<file path="config.mk">
export PLATFORM = sky130hd
export DESIGN_NAME = zfap_parser
export DESIGN_NICKNAME = d
export VERILOG_FILES = /design/src/rtl/core/zfap_pkg.sv /design/src/rtl/core/zfap_parser.sv
export SDC_FILE = /design/constraint.sdc
export NUM_CORES = 1
export LEC_CHECK = 0
export ABC_CLOCK_PERIOD_IN_PS = 7350
export BUFFER_PORTS_ARGS = -buffer_cell sky130_fd_sc_hd__buf_2
export CORE_MARGIN = 8
export CORE_UTILIZATION = 40
export CTS_BUF_LIST = sky130_fd_sc_hd__clkbuf_8
export DETAILED_ROUTE_END_ITERATION = 12
export PLACE_DENSITY = 0.71
export SYNTH_ARGS = -nofsm -noshare
export SYNTH_HDL_FRONTEND = slang
export SYNTH_SLANG_ARGS = --single-unit
</file>
<file path="constraint.sdc">
create_clock -name clk_i -period 7.35 [get_ports clk_i]
set_input_delay 1.47 -clock clk_i [delete_from_list [all_inputs] [get_ports clk_i]]
set_output_delay 1.47 -clock clk_i [all_outputs]
set_load 0.02 [all_outputs]
</file>
<file path="src/rtl/core/zfap_pkg.sv">
// Shared types and constants for the Zstandard frame anatomy parser.
// Depends on nothing; used by zfap_parser and the top level.
`timescale 1ns / 1ps
`default_nettype none
package zfap_pkg;

  localparam int unsigned NSTAT = 22;
  localparam int unsigned AMT_W = 22;

  localparam logic [4:0] ST_BLOCKS = 5'd0;
  localparam logic [4:0] ST_FHDR   = 5'd1;
  localparam logic [4:0] ST_BHDR   = 5'd2;
  localparam logic [4:0] ST_LIT    = 5'd3;
  localparam logic [4:0] ST_SEQ    = 5'd7;
  localparam logic [4:0] ST_NSEQ   = 5'd8;
  localparam logic [4:0] ST_LLM    = 5'd9;
  localparam logic [4:0] ST_OFM    = 5'd13;
  localparam logic [4:0] ST_MLM    = 5'd17;
  localparam logic [4:0] ST_TOTAL  = 5'd21;
  localparam logic [4:0] ST_LAST   = 5'd21;

  localparam logic [1:0] STATUS_OK       = 2'd0;
  localparam logic [1:0] STATUS_NOT_ZSTD = 2'd1;
  localparam logic [1:0] STATUS_RESERVED = 2'd2;
  localparam logic [1:0] STATUS_MALFORM  = 2'd3;

  typedef struct packed {
    logic [7:0] data_byte;
    logic       byte_present;
    logic       end_of_file;
  } in_t;

  typedef struct packed {
    logic [4:0]  stat_id;
    logic [47:0] stat_value;
    logic [1:0]  status;
    logic        last_result;
  } out_t;

  typedef struct packed {
    logic [NSTAT-1:0][AMT_W-1:0] inc;
    logic                        done;
    logic [1:0]                  status;
  } step_rsp_t;

endpackage
`default_nettype wire

</file>
<file path="src/rtl/core/zfap_parser.sv">
// Byte-wise frame and block header walker; reports counter increments per byte.
// Depends on zfap_pkg.
`timescale 1ns / 1ps
`default_nettype none
module zfap_parser (
  input  wire logic          clk_i,
  input  wire logic          rst_ni,
  input  wire logic          step_i,
  input  wire zfap_pkg::in_t item_i,
  output zfap_pkg::step_rsp_t rsp_o
);

  typedef enum logic [3:0] {
    PH_MAGIC0, PH_MAGIC1, PH_MAGIC2, PH_MAGIC3, PH_DESC, PH_FHSKIP, PH_BHDR,
    PH_BSKIP, PH_LHDR, PH_LPAY, PH_SHDR, PH_MODE, PH_REST, PH_DONE, PH_ERR
  } phase_e;

  phase_e      phase_q, phase_d;
  logic [20:0] skip_q, skip_d;
  logic [39:0] hdr_q, hdr_d;
  logic [20:0] bsl_q, bsl_d;
  logic        last_q, last_d;
  logic [1:0]  err_q, err_d;
  logic [2:0]  got_q, got_d;

  always_comb begin
    logic [39:0] hdr_g;
    logic [2:0]  got_g;
    logic [7:0]  b, h0;
    logic [35:0] hv;
    logic [1:0]  lt, sf;
    logic [2:0]  hb;
    logic [19:0] pay;
    logic [20:0] bdec;
    logic [16:0] nseq;
    logic [1:0]  need;
    logic        blk_last;
    logic [1:0]  fcs, dct;
    logic [3:0]  fl, dl;

    b = item_i.data_byte;
    hdr_g = hdr_q;
    got_g = got_q;
    if (got_q < 3'd5) begin
      case (got_q)
        3'd0: hdr_g[7:0]   = b;
        3'd1: hdr_g[15:8]  = b;
        3'd2: hdr_g[23:16] = b;
        3'd3: hdr_g[31:24] = b;
        default: hdr_g[39:32] = b;
      endcase
      got_g = got_q + 3'd1;
    end
    h0 = hdr_g[7:0];
    hv = hdr_g[39:4];
    lt = h0[1:0];
    sf = h0[3:2];
    bdec = bsl_q - 21'd1;
    blk_last = last_q;
    pay = '0;
    hb = 3'd1;
    nseq = '0;
    need = 2'd1;
    fcs = b[7:6];
    dct = b[1:0];
    fl = '0;
    dl = '0;

    phase_d = phase_q;
    skip_d = skip_q;
    hdr_d = hdr_q;
    bsl_d = bsl_q;
    last_d = last_q;
    err_d = err_q;
    got_d = got_q;
    rsp_o = '0;

    if (step_i && item_i.byte_present) begin
      rsp_o.inc[zfap_pkg::ST_TOTAL] = zfap_pkg::AMT_W'(1);
      unique case (phase_q)
        PH_MAGIC0, PH_MAGIC1, PH_MAGIC2, PH_MAGIC3: begin
          logic [7:0] m;
          case (phase_q)
            PH_MAGIC0: m = 8'h28;
            PH_MAGIC1: m = 8'hB5;
            PH_MAGIC2: m = 8'h2F;
            default:   m = 8'hFD;
          endcase
          if (b != m) begin
            if (err_q == zfap_pkg::STATUS_OK) err_d = zfap_pkg::STATUS_NOT_ZSTD;
            phase_d = PH_ERR;
          end else begin
            rsp_o.inc[zfap_pkg::ST_FHDR] = zfap_pkg::AMT_W'(1);
            phase_d = phase_e'(phase_q + 4'd1);
          end
        end
        PH_DESC: begin
          case (fcs)
            2'd0: fl = b[5] ? 4'd1 : 4'd0;
            2'd1: fl = 4'd2;
            2'd2: fl = 4'd4;
            default: fl = 4'd8;
          endcase
          case (dct)
            2'd0: dl = 4'd0;
            2'd1: dl = 4'd1;
            2'd2: dl = 4'd2;
            default: dl = 4'd4;
          endcase
          rsp_o.inc[zfap_pkg::ST_FHDR] = zfap_pkg::AMT_W'(1);
          skip_d = 21'(fl) + 21'(dl) + (b[5] ? 21'd0 : 21'd1);
          if (skip_d == '0) begin
            hdr_d = '0; got_d = '0; phase_d = PH_BHDR;
          end else phase_d = PH_FHSKIP;
        end
        PH_FHSKIP, PH_BSKIP, PH_LPAY: begin
          if (phase_q == PH_FHSKIP) rsp_o.inc[zfap_pkg::ST_FHDR] = zfap_pkg::AMT_W'(1);
          if (skip_q != '0) skip_d = skip_q - 21'd1;
          if (skip_d == '0) begin
            if (phase_q == PH_BSKIP && last_q) phase_d = PH_DONE;
            else begin
              hdr_d = '0; got_d = '0;
              phase_d = (phase_q == PH_LPAY) ? PH_SHDR : PH_BHDR;
            end
          end
        end
        PH_BHDR: begin
          hdr_d = hdr_g; got_d = got_g;
          if (got_g >= 3'd3) begin
            rsp_o.inc[zfap_pkg::ST_BHDR] = zfap_pkg::AMT_W'(3);
            last_d = hdr_g[0];
            blk_last = hdr_g[0];
            if (hdr_g[2:1] == 2'd3) begin
              if (err_q == zfap_pkg::STATUS_OK) err_d = zfap_pkg::STATUS_RESERVED;
              phase_d = PH_ERR;
            end else begin
              rsp_o.inc[zfap_pkg::ST_BLOCKS] = zfap_pkg::AMT_W'(1);
              if (hdr_g[2:1] == 2'd0) begin
                skip_d = hdr_g[23:3];
                if (hdr_g[23:3] == '0) begin
                  if (blk_last) phase_d = PH_DONE;
                  else begin hdr_d = '0; got_d = '0; phase_d = PH_BHDR; end
                end else phase_d = PH_BSKIP;
              end else if (hdr_g[2:1] == 2'd1) begin
                skip_d = 21'd1;
                phase_d = PH_BSKIP;
              end else begin
                bsl_d = hdr_g[23:3];
                hdr_d = '0; got_d = '0; phase_d = PH_LHDR;
              end
            end
          end
        end
        PH_LHDR, PH_SHDR, PH_MODE: begin
          if (bsl_q == '0) begin
            if (err_q == zfap_pkg::STATUS_OK) err_d = zfap_pkg::STATUS_MALFORM;
            phase_d = PH_ERR;
          end else begin
            bsl_d = bdec;
            if (phase_q == PH_LHDR) begin
              hdr_d = hdr_g; got_d = got_g;
              if (!lt[1]) hb = (sf == 2'd1) ? 3'd2 : ((sf == 2'd3) ? 3'd3 : 3'd1);
              else hb = (sf[1] == 1'b0) ? 3'd3 : ((sf == 2'd2) ? 3'd4 : 3'd5);
              if (got_g >= hb) begin
                if (!lt[1]) begin
                  if (hb == 3'd1) pay = 20'(h0[7:3]);
                  else if (hb == 3'd2) pay = 20'(hv[11:0]);
                  else pay = hv[19:0];
                  if (lt[0]) pay = 20'd1;
                end else begin
                  if (!sf[1]) pay = 20'(hv[19:10]);
                  else if (sf == 2'd2) pay = 20'(hv[27:14]);
                  else pay = 20'(hv[35:18]);
                end
                if (21'(pay) > bdec) begin
                  if (err_q == zfap_pkg::STATUS_OK) err_d = zfap_pkg::STATUS_MALFORM;
                  phase_d = PH_ERR;
                end else begin
                  rsp_o.inc[zfap_pkg::ST_LIT + 5'(lt)] =
                    zfap_pkg::AMT_W'(pay) + zfap_pkg::AMT_W'(hb);
                  rsp_o.inc[zfap_pkg::ST_SEQ] = zfap_pkg::AMT_W'(bdec - 21'(pay));
                  bsl_d = bdec - 21'(pay);
                  skip_d = 21'(pay);
                  if (pay == '0) begin
                    hdr_d = '0; got_d = '0; phase_d = PH_SHDR;
                  end else phase_d = PH_LPAY;
                end
              end
            end else if (phase_q == PH_SHDR) begin
              hdr_d = hdr_g; got_d = got_g;
              need = !h0[7] ? 2'd1 : ((h0 != 8'hFF) ? 2'd2 : 2'd3);
              if (got_g >= 3'(need)) begin
                if (need == 2'd1) nseq = 17'(h0);
                else if (need == 2'd2) nseq = 17'({h0[6:0], hdr_g[15:8]});
                else nseq = 17'(hdr_g[23:8]) + 17'h7F00;
                rsp_o.inc[zfap_pkg::ST_NSEQ] = zfap_pkg::AMT_W'(nseq);
                if (nseq != '0) phase_d = PH_MODE;
                else if (bdec != '0) phase_d = PH_REST;
                else if (last_q) phase_d = PH_DONE;
                else begin hdr_d = '0; got_d = '0; phase_d = PH_BHDR; end
              end
            end else begin
              rsp_o.inc[zfap_pkg::ST_LLM + 5'(b[7:6])] = zfap_pkg::AMT_W'(1);
              rsp_o.inc[zfap_pkg::ST_OFM + 5'(b[5:4])] = zfap_pkg::AMT_W'(1);
              rsp_o.inc[zfap_pkg::ST_MLM + 5'(b[3:2])] = zfap_pkg::AMT_W'(1);
              if (bdec != '0) phase_d = PH_REST;
              else if (last_q) phase_d = PH_DONE;
              else begin hdr_d = '0; got_d = '0; phase_d = PH_BHDR; end
            end
          end
        end
        PH_REST: begin
          if (bsl_q != '0) bsl_d = bdec;
          if (bsl_d == '0) begin
            if (last_q) phase_d = PH_DONE;
            else begin hdr_d = '0; got_d = '0; phase_d = PH_BHDR; end
          end
        end
        default: ;
      endcase
    end

    // end of file: report final status, then drop all parse state
    if (step_i && item_i.end_of_file) begin
      rsp_o.done = 1'b1;
      if (err_d == zfap_pkg::STATUS_OK && phase_d < PH_DESC)
        rsp_o.status = zfap_pkg::STATUS_NOT_ZSTD;
      else rsp_o.status = err_d;
      phase_d = PH_MAGIC0;
      skip_d = '0; hdr_d = '0; bsl_d = '0; last_d = 1'b0; err_d = '0; got_d = '0;
    end
  end

  always_ff @(posedge clk_i or negedge rst_ni) begin
    if (!rst_ni) begin
      phase_q <= PH_MAGIC0;
      skip_q  <= '0;
      hdr_q   <= '0;
      bsl_q   <= '0;
      last_q  <= 1'b0;
      err_q   <= '0;
      got_q   <= '0;
    end else begin
      phase_q <= phase_d;
      skip_q  <= skip_d;
      hdr_q   <= hdr_d;
      bsl_q   <= bsl_d;
      last_q  <= last_d;
      err_q   <= err_d;
      got_q   <= got_d;
    end
  end

endmodule
`default_nettype wire

</file>
**After elaboration in Yosys (flattened, before gate mapping)**

Cells that the tools add are included.

- Add/subtract/negate cells: 14
- $lt $le $gt $ge: 14
- Equal/unequal tests: 44
- Mux-type cells: 196
- Bitwise gates (word level): 5
- Reduce and logical (&&, ||, !) cells: 39

Operator list:

| kind | number |
|---|---|
| 484-bit 2-to-1 mux | 5 |
| 40-bit 2-to-1 mux | 25 |
| 21-bit 2-to-1 mux | 26 |
| 482-bit by 483-bit bitwise AND with 483-bit output | 1 |
| 22-bit demux with 5-bit select | 4 |
| 418-bit 2-to-1 mux | 1 |
| 265-bit 2-to-1 mux | 1 |
| 40-bit case mux with 5 select lines | 1 |
| 20-bit 2-to-1 mux | 9 |
| 155-bit 2-to-1 mux | 1 |
| 17-bit 2-to-1 mux | 9 |
| 22-bit 2-to-1 mux | 5 |
| 21-bit zero test | 5 |
| 4-bit 2-to-1 mux | 25 |
| 3-bit 2-to-1 mux | 33 |
| 22-bit case mux with 2 select lines | 2 |
| 22-bit case mux with 4 select lines | 1 |
| 21-bit case mux with 4 select lines | 1 |
| 21-bit case mux with 3 select lines | 1 |
| 21-bit nonzero test | 3 |
| 8-bit 2-to-1 mux | 7 |
| 22-bit bitwise OR | 2 |
| 21-bit by 1-bit subtractor with 21-bit output, second input constant | 2 |
| 2-bit 2-to-1 mux | 19 |
| other kinds (60) | 123 |

- Register bits: 92
- Bits of input ports: 13

**Depth between registers and ports, before layout**

- Depth in word-level cells: 34
- Gate-level depth with buffers: 27
- Gate-level depth less buffers: 20

**Least setup slack after synthesis**

No wires, ideal clock.

- Kind: in2out
- From: in item_i[4] (netlist name)
- To: out rsp_o[11] (netlist name)
- Data arrival time: 5.752 ns
- Required time: 5.880 ns
- Slack: 0.128 ns
- Stages on the path: 18
- Buffers on the path: 5
- Cells stage by stage: buf_2 -> buf_1 -> clkbuf_1 -> o211ai_1 -> o211a_1 -> o32ai_1 -> inv_1 -> ha_1 -> nand2_1 -> a2111oi_0 -> o21ai_0 -> a211o_1 -> nor2_1 -> nand3_1 -> or2_2 -> clkbuf_1 -> clkbuf_1 -> nor2_1

RTL lines:

| what | line | source |
|---|---|---|
| start, declared | zfap_parser.sv:9 | `input wire zfap_pkg::in_t item_i,` |
| end, declared | zfap_parser.sv:10 | `output zfap_pkg::step_rsp_t rsp_o` |

==> results.toml <==
[setup_path]
r2r_start = "got_q[0]"
rr_worst_depth = 24
crit_start = "item_i[4]"
crit_path_max_fanout = 8
crit_arrival_ps = 5700
start_kind = "input port"
r2r_end = "hdr_q[15]"
end_kind = "primary output"
rrSetupSlack_ps = 890
cp.required_ps = 5880
worstSetupPathType = "input port to primary output"
crit_end = "rsp_o[10]"

[logic_synthesis]
synth_area_sq_mm = 0.01435
syn-mean-instance-area_sq_um = 7.117
postSynthCellCount = 2016
ys.flop_type = "dfrtp_1"
ys_ff_latch = 92
ys_async_sr_fraction = 1.000
yosys_warnings = 0
ys_types = 100
yosysSeqAreaShare = 0.1605
synth_edf_count = 0

[floorplan]
initial_core_util = 0.4044
die_width_microns = 205.4
dieArea_sq_mm = 0.04219
row_count = 69
core_area_sq_mm = 0.03548
ios = 500
fp.dieH_microns = 205.4

[sta]
fin_crit_sh = 0.9758
max_freq_ghz = 0.1394
finClkSkew_ps = 21.87
rsz0062_at_grt = "no"
fin_crit_ps = 7172
finalSetupViolations = 0
drv_slew = 0
relSlewSlack = 0.1268
setup-tns-final_ps = 0
worstMarginPinSlew_ps = 1310
hold_viol = 0

[cts]
cts_buffer_depth = 2
clkLatencyLatePin_ps = 440
htreeDepth = 3
cts_hold_buf = 0
cts_tree = "done"
root_buffer = "clkbuf_8"
cts.reportedPaths.clkPinSlew_ps = 100
cts.sinks = 92
cts_made_buffers = 9

[layout]
fin_cells = 2752
fin_util = 0.4546
layout-drive-gt1-share = 0.2148
finalNetCount = 2352
area_delta_synth_final_pct = 12.43

[detailed_routing]
drtIter0Drc = 2403
ant_nets = 0
drcViolationCount = 0
wl_microns = 69010
num_vias = 16358
drtPass1Iterations = 6
viasPerCell = 5.944
routedWlPerCell_microns = 25.08

[global_routing]
grt.overflow.total = 0
antenna_found_initial = 2
grt_max_degree = 50
grt_pass1_wl_microns = 98020
grt_pass1_vias = 14987
grt_usage = 0.3050

[power_and_ir_drop]
vdd.ir_drop.worst_v = 0.0004785
p_leak_nw = 7.580
power-per-cell-area_mw_per_mm2 = 499.9
finalPower_mw = 8.063

[placed_design]
hpwlAfterDp_microns = 55130
finalWeightedCongestion = 1.014
place.port_buffers = 209
dp_cells = 2727

[run_status]
outcome = "complete, no violations"

[min_path]
hold_path.startpoint = "hdr_q[16]"
hold_class = "flop to flop"

[job]
maxCapViolations = 0
## cells in the final DEF (no fill, tap or decap), drive strengths merged, types with 21 or more instances in the layout
cell type,n
buf,379
conb,290
nor4,25
o211ai,26
nor2,327
nand3,48
inv,60
mux2,28
a21oi,88
dfrtp,92
o21ai,151
nor2b,22
nand2,154
a211oi,21
nand4,21
xnor2,36
ha,50
mux2i,39
nor3,49
nand2b,21
## power breakdown
group / switching [mW] / total, mW / internal [mW]
clock: 0.240 / 0.434 / 0.194
combinational: 4.42 / 6.88 / 2.46
sequential: 0.161 / 0.749 / 0.588
## through the flow
stage	setup WS, ps	hold WS (ps)	area, sq um
after floorplan	128.4	465.1	15430
after global placement	62.50	478.4	15660
after detailed placement	-1.194	484.9	15660
after CTS	23.78	534.2	15920
after global routing	9.692	554.9	16130
final	177.6	538.6	16130
## kinds of logic (layout without fill, tap and decap cells)
logic type | Yosys count | after routing | synth area share
fa+ha+maj | 54 | 54 | 0.04918
simple gates | 766 | 766 | 0.2541
buf+inv | 469 | 453 | 0.2029
xor+xnor | 53 | 53 | 0.03235
other cells | 1 | 291 | 0.0002614
compound gates | 513 | 514 | 0.2497
flops | 92 | 92 | 0.1605
mux | 68 | 68 | 0.05102
## flip-flops by register name, indices dropped and copies added, names as in the netlist
signal and flops:
hdr_q 40, err_q 2, phase_q 4, skip_q 21, bsl_q 21, got_q 3
last_q 1
## cell type report
class / instances / area (sq um)
Multi-Input combinational cell: 1745 / 10420
Antenna cell: 1 / 2.502
Inverter: 58 / 217.7
Sequential cell: 92 / 2302
Tap cell: 461 / 576.8
Clock inverter: 7 / 98.84
Fill cell: 3739 / 19350
Clock buffer: 9 / 123.9
Timing Repair Buffer: 379 / 2387
## routing by layer
metal  share of wire  GRT usage  wire length, microns  up-vias
li1                -          -                     -     7194
met1            0.41     0.4150                 27970     7891
met2            0.44     0.4590                 30620     1109
met3            0.11    0.06675                  7609      162
met4           0.041     0.1292                  2799        2
met5         0.00019          0                    13        -
## how the worst min path moves through the flow
stage / to / slack (ps) / cells past startpoint
floorplan: hdr_q[33] / 470 / 1
global placement: hdr_q[37] / 480 / 1
detailed placement: hdr_q[37] / 480 / 1
CTS: hdr_q[37] / 530 / 1
global route: hdr_q[29] / 550 / 1
finish: hdr_q[16] / 540 / 1
## worst max-delay path, cell delays in order
cell and delay, ps:
buf_2 180, nor4bb_4 330, a31oi_2 140, or3_4 450
buf_4 160, nor2_1 240, inv_1 160, ha_2 430
nand3_1 110, nor3_2 220, o21ai_0 180, a211o_1 340
nor2_1 180, buf_4 170, nand3_1 90, or2_2 370
buf_4 200, nor2_1 100, buf_2 180
## cell usage after synthesis, drive strengths merged, types with 12 or more instances
library cell,n,area [sq um]
clkbuf,93,349.1
ha,50,625.6
a222oi,16,160.2
o211ai,26,195.2
nand4,21,131.4
and2,14,87.59
xnor2,36,315.3
inv,58,217.7
a21oi,88,444.2
nand2,154,580.6
a32o,16,160.2
a221oi,17,155.1
nor2b,22,137.6
o21ai,151,763.2
nor4,25,193.9
buf,318,2345
mux2i,39,394.1
nand2b,21,131.4
nand3,48,245.2
mux2,28,315.3
nor2,327,1230
nor3b,13,102.6
o31ai,16,133.9
nor3,49,250.2
or3,17,106.4
dfrtp,92,2302
o2bb2ai,20,187.7
a31oi,12,75.07
xor2,17,148.9
a21o,12,90.09
o22ai,12,75.07
a211oi,21,170.2
## repair_timing
item                                   4_1_cts  5_1_grt
gates cloned                                 0        1
endpoints found under the hold margin        0        0
setup endpoints to repair                  107      160
resized for setup                            7       29
pin swaps                                    0        4
buffers inserted                             0        7
No activity file was read; power rests on OpenSTA's default activity.
